## src/rtl/core/frame_animation_sequencer_top_defines.svh

```systemverilog
// assertion macros shared by the frame animation sequencer rtl
`ifndef FRAME_ANIMATION_SEQUENCER_TOP_DEFINES_SVH
`define FRAME_ANIMATION_SEQUENCER_TOP_DEFINES_SVH

// antecedent implies consequent in the same cycle
`define FAS_ASSERT_SAME(label, ante, cons) \
  label: assert property (@(posedge clk_i) disable iff (!rst_ni) (ante) |-> (cons)) \
    else $error("fas assertion failed");

// antecedent implies consequent in the following cycle
`define FAS_ASSERT_NEXT(label, ante, cons) \
  label: assert property (@(posedge clk_i) disable iff (!rst_ni) (ante) |=> (cons)) \
    else $error("fas assertion failed");

`endif

```

## src/rtl/core/fas_pkg.sv

```systemverilog
// types and constants of the frame animation sequencer
package fas_pkg;

  localparam int unsigned TIME_BITS = 16;
  localparam int unsigned FRAME_BITS = 8;
  localparam int unsigned REP_BITS = 8;
  localparam int unsigned CFG_IDX_BITS = 2;
  localparam int unsigned CFG_DATA_BITS = (TIME_BITS > 8) ? TIME_BITS : 8;

  localparam logic [FRAME_BITS-1:0] END_MARK = '1;
  localparam logic [REP_BITS-1:0] FOREVER = '1;

  localparam logic [1:0] FUNC_CONT = 2'd0;
  localparam logic [1:0] FUNC_START = 2'd1;
  localparam logic [1:0] FUNC_STOP = 2'd2;

  localparam logic [CFG_IDX_BITS-1:0] REG_REPEAT_COUNT = 2'd0;
  localparam logic [CFG_IDX_BITS-1:0] REG_FRAME_TIME = 2'd1;
  localparam logic [CFG_IDX_BITS-1:0] REG_LAST_FRAME = 2'd2;

  typedef struct packed {
    logic [REP_BITS-1:0]   repeat_count;
    logic [TIME_BITS-1:0]  frame_time;
    logic [FRAME_BITS-1:0] last_frame;
  } cfg_t;

  typedef struct packed {
    logic [REP_BITS-1:0]   repeats_left;
    logic [TIME_BITS-1:0]  time_left;
    logic [FRAME_BITS-1:0] frame_now;
  } seq_state_t;

endpackage

```

## src/rtl/core/fas_step.sv

```systemverilog
// next-state and frame logic for one sequencer tick
module fas_step (
  input  fas_pkg::cfg_t                  cfg_i,
  input  fas_pkg::seq_state_t            cur_i,
  input  logic [1:0]                     func_i,
  input  logic [fas_pkg::TIME_BITS-1:0]  elapsed_i,
  output fas_pkg::seq_state_t            nxt_o,
  output logic [fas_pkg::FRAME_BITS-1:0] frame_o
);

  fas_pkg::seq_state_t halt;
  fas_pkg::seq_state_t s;
  logic [fas_pkg::TIME_BITS-1:0] dec;
  logic stale;
  logic do_count;

  assign halt.repeats_left = '0;
  assign halt.time_left = '0;
  assign halt.frame_now = fas_pkg::END_MARK;

  assign dec = (cur_i.time_left > elapsed_i) ? (cur_i.time_left - elapsed_i) : '0;
  assign stale = (cfg_i.repeat_count < cur_i.repeats_left) ||
                 (cfg_i.frame_time < cur_i.time_left) ||
                 (cfg_i.last_frame < cur_i.frame_now);
  assign s = stale ? halt : cur_i;

  always_comb begin
    nxt_o = s;
    frame_o = s.frame_now;
    do_count = 1'b0;
    case (func_i)
      fas_pkg::FUNC_STOP: begin
        nxt_o = halt;
        frame_o = fas_pkg::END_MARK;
      end
      fas_pkg::FUNC_START: begin
        if (s.time_left == '0) begin
          if ((cfg_i.repeat_count <= s.repeats_left) || (s.repeats_left == '0)) begin
            nxt_o.repeats_left = cfg_i.repeat_count;
          end
          nxt_o.time_left = cfg_i.frame_time;
          if (s.frame_now == fas_pkg::END_MARK) begin
            nxt_o.frame_now = '0;
          end
          frame_o = nxt_o.frame_now;
        end else begin
          do_count = 1'b1;
        end
      end
      default: begin
        if ((s.time_left == '0) || (s.frame_now == fas_pkg::END_MARK)) begin
          frame_o = fas_pkg::END_MARK;
        end else begin
          do_count = 1'b1;
        end
      end
    endcase

    // count-down path, only reached while running so the state is not stale
    if (do_count) begin
      if (dec == '0) begin
        nxt_o.time_left = cfg_i.frame_time;
        if (cfg_i.last_frame > s.frame_now) begin
          nxt_o.frame_now = s.frame_now + 1'b1;
        end else begin
          nxt_o.frame_now = '0;
          if (s.repeats_left != fas_pkg::FOREVER) begin
            if (s.repeats_left != '0) begin
              nxt_o.repeats_left = s.repeats_left - 1'b1;
            end else begin
              // end of play
              nxt_o.repeats_left = cfg_i.repeat_count;
              nxt_o.time_left = '0;
              nxt_o.frame_now = fas_pkg::END_MARK;
            end
          end
        end
      end else begin
        nxt_o.time_left = dec;
      end
      frame_o = nxt_o.frame_now;
    end
  end

endmodule

```

## src/rtl/core/frame_animation_sequencer_top.sv

```systemverilog
// top level of the frame animation sequencer
//
// input channel: in_valid_i / in_stall_o carry one transaction per timer tick,
// a command (func_i) and the time passed since the previous tick (elapsed_i).
// output channel: out_valid_o / out_stall_i carry one transaction per input,
// the frame to show on frame_o, or 255 once the animation has ended.
// a transaction moves at a rising edge with valid high and stall low.
// configuration: cfg_we_i writes cfg_wdata_i into the register cfg_index_i
// (0 repeat count, 1 frame time, 2 last frame); write only while idle.
// the result appears on the output register in the cycle after the
// input is taken. throughput: one transaction per cycle unless a full output
// register is stalled, set by the single update of the sequencer state registers.
// when the receiver stalls, the result holds and the input stalls only if
// the output register is full and not being drained in the same cycle.
// reset (rst_ni low, asynchronous) clears the configuration registers to 0, the sequencer
// state to stopped with frame 255, and empties the output register.
`include "frame_animation_sequencer_top_defines.svh"

module frame_animation_sequencer_top (
  input  logic                                clk_i,
  input  logic                                rst_ni,
  input  logic                                cfg_we_i,
  input  logic [fas_pkg::CFG_IDX_BITS-1:0]    cfg_index_i,
  input  logic [fas_pkg::CFG_DATA_BITS-1:0]   cfg_wdata_i,
  input  logic                                in_valid_i,
  output logic                                in_stall_o,
  input  logic [1:0]                          func_i,
  input  logic [fas_pkg::TIME_BITS-1:0]       elapsed_i,
  output logic                                out_valid_o,
  input  logic                                out_stall_i,
  output logic [fas_pkg::FRAME_BITS-1:0]      frame_o
);

  fas_pkg::cfg_t cfg_q;
  fas_pkg::seq_state_t state_q, state_d;
  logic [fas_pkg::FRAME_BITS-1:0] frame_q, frame_d;
  logic out_valid_q;
  logic in_acc;

  assign in_stall_o = out_valid_q && out_stall_i;
  assign in_acc = in_valid_i && !in_stall_o;

  always_ff @(posedge clk_i or negedge rst_ni) begin
    if (!rst_ni) begin
      cfg_q <= '0;
    end else if (cfg_we_i) begin
      case (cfg_index_i)
        fas_pkg::REG_REPEAT_COUNT: cfg_q.repeat_count <= cfg_wdata_i[fas_pkg::REP_BITS-1:0];
        fas_pkg::REG_FRAME_TIME:   cfg_q.frame_time <= cfg_wdata_i[fas_pkg::TIME_BITS-1:0];
        fas_pkg::REG_LAST_FRAME:   cfg_q.last_frame <= cfg_wdata_i[fas_pkg::FRAME_BITS-1:0];
        default: ;
      endcase
    end
  end

  fas_step u_step (
    .cfg_i     (cfg_q),
    .cur_i     (state_q),
    .func_i    (func_i),
    .elapsed_i (elapsed_i),
    .nxt_o     (state_d),
    .frame_o   (frame_d)
  );

  always_ff @(posedge clk_i or negedge rst_ni) begin
    if (!rst_ni) begin
      state_q.repeats_left <= '0;
      state_q.time_left <= '0;
      state_q.frame_now <= fas_pkg::END_MARK;
      out_valid_q <= 1'b0;
    end else begin
      if (in_acc) begin
        state_q <= state_d;
        out_valid_q <= 1'b1;
      end else if (!out_stall_i) begin
        out_valid_q <= 1'b0;
      end
    end
  end

  // result payload, loaded only with a new transaction
  always_ff @(posedge clk_i) begin
    if (in_acc) begin
      frame_q <= frame_d;
    end
  end

  assign out_valid_o = out_valid_q;
  assign frame_o = frame_q;

  `FAS_ASSERT_NEXT(a_acc_gives_result, in_acc, out_valid_q)
  `FAS_ASSERT_NEXT(a_stop_ends, in_acc && (func_i == fas_pkg::FUNC_STOP),
    (frame_q == fas_pkg::END_MARK) && (state_q.time_left == '0))
  `FAS_ASSERT_SAME(a_no_overwrite, out_valid_q && out_stall_i, !in_acc)
  `FAS_ASSERT_NEXT(a_idle_holds_state, !in_acc, $stable(state_q))

endmodule
```

## config.mk

```make
export PLATFORM = sky130hd
export DESIGN_NAME = frame_animation_sequencer_top
export DESIGN_NICKNAME = d
export VERILOG_FILES = /design/src/rtl/core/fas_pkg.sv /design/src/rtl/core/fas_step.sv /design/src/rtl/core/frame_animation_sequencer_top.sv
export VERILOG_INCLUDE_DIRS = /design/src /design/src/rtl/core
export SDC_FILE = /design/constraint.sdc
export NUM_CORES = 1
export LEC_CHECK = 0
export BUFFER_PORTS_ARGS = -buffer_cell sky130_fd_sc_hd__buf_2
export CAP_MARGIN = 40
export CORE_MARGIN = 10
export CORE_UTILIZATION = 55
export CTS_CLUSTER_DIAMETER = 120
export DETAILED_ROUTE_END_ITERATION = 10
export PLACE_DENSITY = 0.77
export REMOVE_ABC_BUFFERS = 1
export SETUP_SLACK_MARGIN = 0.3
export SLEW_MARGIN = 10
export SYNTH_ARGS = -nofsm -noshare
export SYNTH_HDL_FRONTEND = slang
export SYNTH_SLANG_ARGS = --single-unit
```

## constraint.sdc

```tcl
create_clock -name clk_i -period 4.2 [get_ports clk_i]
set_input_delay 1.05 -clock clk_i [delete_from_list [all_inputs] [get_ports clk_i]]
set_output_delay 1.05 -clock clk_i [all_outputs]
set_load 0.02 [all_outputs]
```

==> out/results.ini <==
[run_status]
status=finished, final reports clean

[logic_synthesis]
synth.avg_cell_area_um2=8.83
synthTopCellsByArea=dfrtp_1, ha_1, mux2_2, edfxtp_1, inv_1
yosysMostFrequentCell=ha_1
ys_seq_area_share_pct=30.9
synthArstFlopShare_pct=89.0
synth_edf_count=8
netlist_top_cells_count=ha_1, inv_1, dfrtp_1
synth_cell_type_count=74
synth_top_area_cell=dfrtp_1
synth_ff_type=dfrtp_1
synth_cells=688
ys_warn_count=0
synth.cell_area_um2=6080
ys_ff_latch=73
synth_top_area_share_pct=23.5

[timing]
setup_viol=0
rsz0062_at_grt=true
timing.slew.headroom_pct=40.5
post-route-period-util_pct=96.0
finalHoldViolations=0
clock_skew_ps=5.47
holdWs_ps=523
fin_tns_setup_ps=0
tightest_slew_ps=890
slew_viol_final=0
fmax_ghz=0.248
min_period_ps=4030

[global_routing]
grt_first_pass_wirelength_mm=30.6
gr-total-overflow=0
grt_max_degree=41
grt_pass1_vias=5912
track_usage_pct=23.5
antenna_found_initial=0

[routing]
routedWlPerCell_um=19.7
viasPerCell=6.23
ant_nets=0
drt-initial-drc-count=673
first_pass_iters=5
drc_errors=0
drt-total-wl_mm=19.3
via_count=6095

[power_and_ir_drop]
netSwitchingFraction_pct=45.1
seqPwrFrac_pct=23.8
switching_power_uw=2150
internal_power_uw=2620
leakage_uw=0.00361
pwr-share-clk_pct=12.0
pwr-share-comb_pct=64.1
p_total_uw=4760
max-vdd-ir-drop_mv=0.284
p_per_area_nw_per_um2=614

[placed_design]
finalWeightedCongestion=0.939
port_buffers=50
dp_cells=935
hpwl_mm=14.4

[critical_path]
critical_path.endpoint_type=flop
crit_type=input port to flop
worstPathRequired_ps=4460
start_kind=input port
arrival_ps=4290
path_max_fanout=5

[clocking]
cts_tree=built
cts_max_path_buffers=2
cts_hold_buf=0
path_clk_slew_ps=80
clock_latency_ps=380
root_buffer=clkbuf_8
htreeDepth=3
cts_buffers=9
cts.sinks=73

[hold_path]
min_path_type=flop to flop

[job]
drv_cap=0

[floorplan]
core_um2=10800
die_h_um=125
io-pin-count=51
die_w_um=125
num_rows=38
design.die.area_um2=15700
initial_core_util_pct=56.1

[cells_and_area]
num_antenna_cells=0
fin_cells=979
final_layout_size_suffix_gt1_share_pct=33.3
nets=944
area_delta_synth_final_pct=27.5
nFillCells=853

[cell usage in the layout (no fill, tap or decap), drive strengths merged, types with 17 or more instances in the layout]
| master | n |
|---|---|
| ha | 67 |
| a21o | 18 |
| inv | 62 |
| nor2 | 50 |
| nor3 | 22 |
| dfrtp | 57 |
| nand2 | 55 |
| a21oi | 46 |
| o21ai | 41 |
| nand4 | 17 |
| buf | 154 |
| mux2 | 34 |
[registers in the layout, summed over array words and instances, names as in the netlist]
signal       flops
cfg_q           32
frame_o          8
out_valid_o      1
state_q         32
[power by group through the flow]
| stage | sequential [µW] | clock, µW | combinational, µW |
|---|---|---|---|
| 2_1_floorplan | 1120 | 0 | 1570 |
| 3_3_place_gp | 1130 | 0 | 2450 |
| 3_5_place_dp | 1140 | 0 | 2530 |
| 4_1_cts | 1120 | 576 | 2750 |
| 5_1_grt | 1150 | 609 | 3320 |
| 6_report | 1140 | 574 | 3050 |
[per-stage QoR]
stage	worst slack, ps	utilization, %	instance area, µm²
final	167	71.5	7750
after global routing	55.8	71.5	7750
after CTS	94.5	68.6	7440
after detailed placement	-369	64.6	7010
after global placement	-293	64.6	7010
after floorplan	-117	-	6000
[final cells by class]
type                    instances  area (µm²)  area share, %
clock buffers                  10         138           1.78
flip-flops and latches         73        1880           24.3
repair buffers                154        1080           13.9
multi-input cells             534        4190           54.0
inverters                      63         236           3.05
well taps                     140         175           2.26
clock inverters                 5        56.3          0.726
[layer usage]
layer | wire length [µm] | share of wire [%] | global-route usage (%) | vias up
met3 | 1440 | 7.4 | 4.27 | 44
met2 | 8850 | 46 | 36.5 | 284
li1 | - | - | - | 2821
met5 | 0 | 0 | 0 | -
met1 | 8490 | 44 | 31.8 | 2946
met4 | 560 | 2.9 | 9.01 | 0
[critical path, stage by stage]
cell and delay [ps]:
buf_6 70, ha_4 120, inv_2 30, fa_2 360, a211oi_4 280, o31ai_4 130, buf_4 150, xor2_1 150
nor4_1 260, nand4_1 200, nor4_4 390, a31oi_4 150, or3_4 400, a21o_4 230, a221o_1 320
[what timing repair did]
| action | in CTS | in global routing |
|---|---|---|
| pin swaps | 26 | 25 |
| buffers inserted | 9 | 17 |
| cloned | 2 | 0 |
| endpoints found under the setup margin | 38 | 39 |
| resized for setup | 42 | 44 |
[worst paths after layout]
kind | startpoint | to | slack [ps] | cells after the start
setup reg to reg | state_q[7]$_DFFE_PN1P_ | state_q[28]$_DFFE_PN0P_ | 260 | 21
max in group asynchronous | rst_ni | state_q[30]$_DFFE_PN0P_ | 2520 | 2
setup / recovery | elapsed_i[0] | state_q[31]$_DFFE_PN0P_ | 170 | 15
hold / removal | cfg_q[11]$_DFFE_PN0P_ | state_q[11]$_DFFE_PN0P_ | 520 | 1
min in group asynchronous | rst_ni | cfg_q[18]$_DFFE_PN0P_ | 680 | 1
hold reg to reg | cfg_q[11]$_DFFE_PN0P_ | state_q[11]$_DFFE_PN0P_ | 520 | 1
[logic make-up (layout without fill, tap and decap cells)]
family / count (synthesis) / in the layout / synth area share [%]
AO/OA/AOI/OAI: 183 / 183 / 21.1
XOR/XNOR: 15 / 15 / 2.16
adder cells (fa/ha/maj): 68 / 68 / 14.1
buffers and inverters: 82 / 232 / 5.21
flip-flops: 73 / 73 / 30.9
multiplexers: 41 / 41 / 7.45
AND/OR/NAND/NOR: 226 / 227 / 19.1
Power figures use the tool's default switching activity.
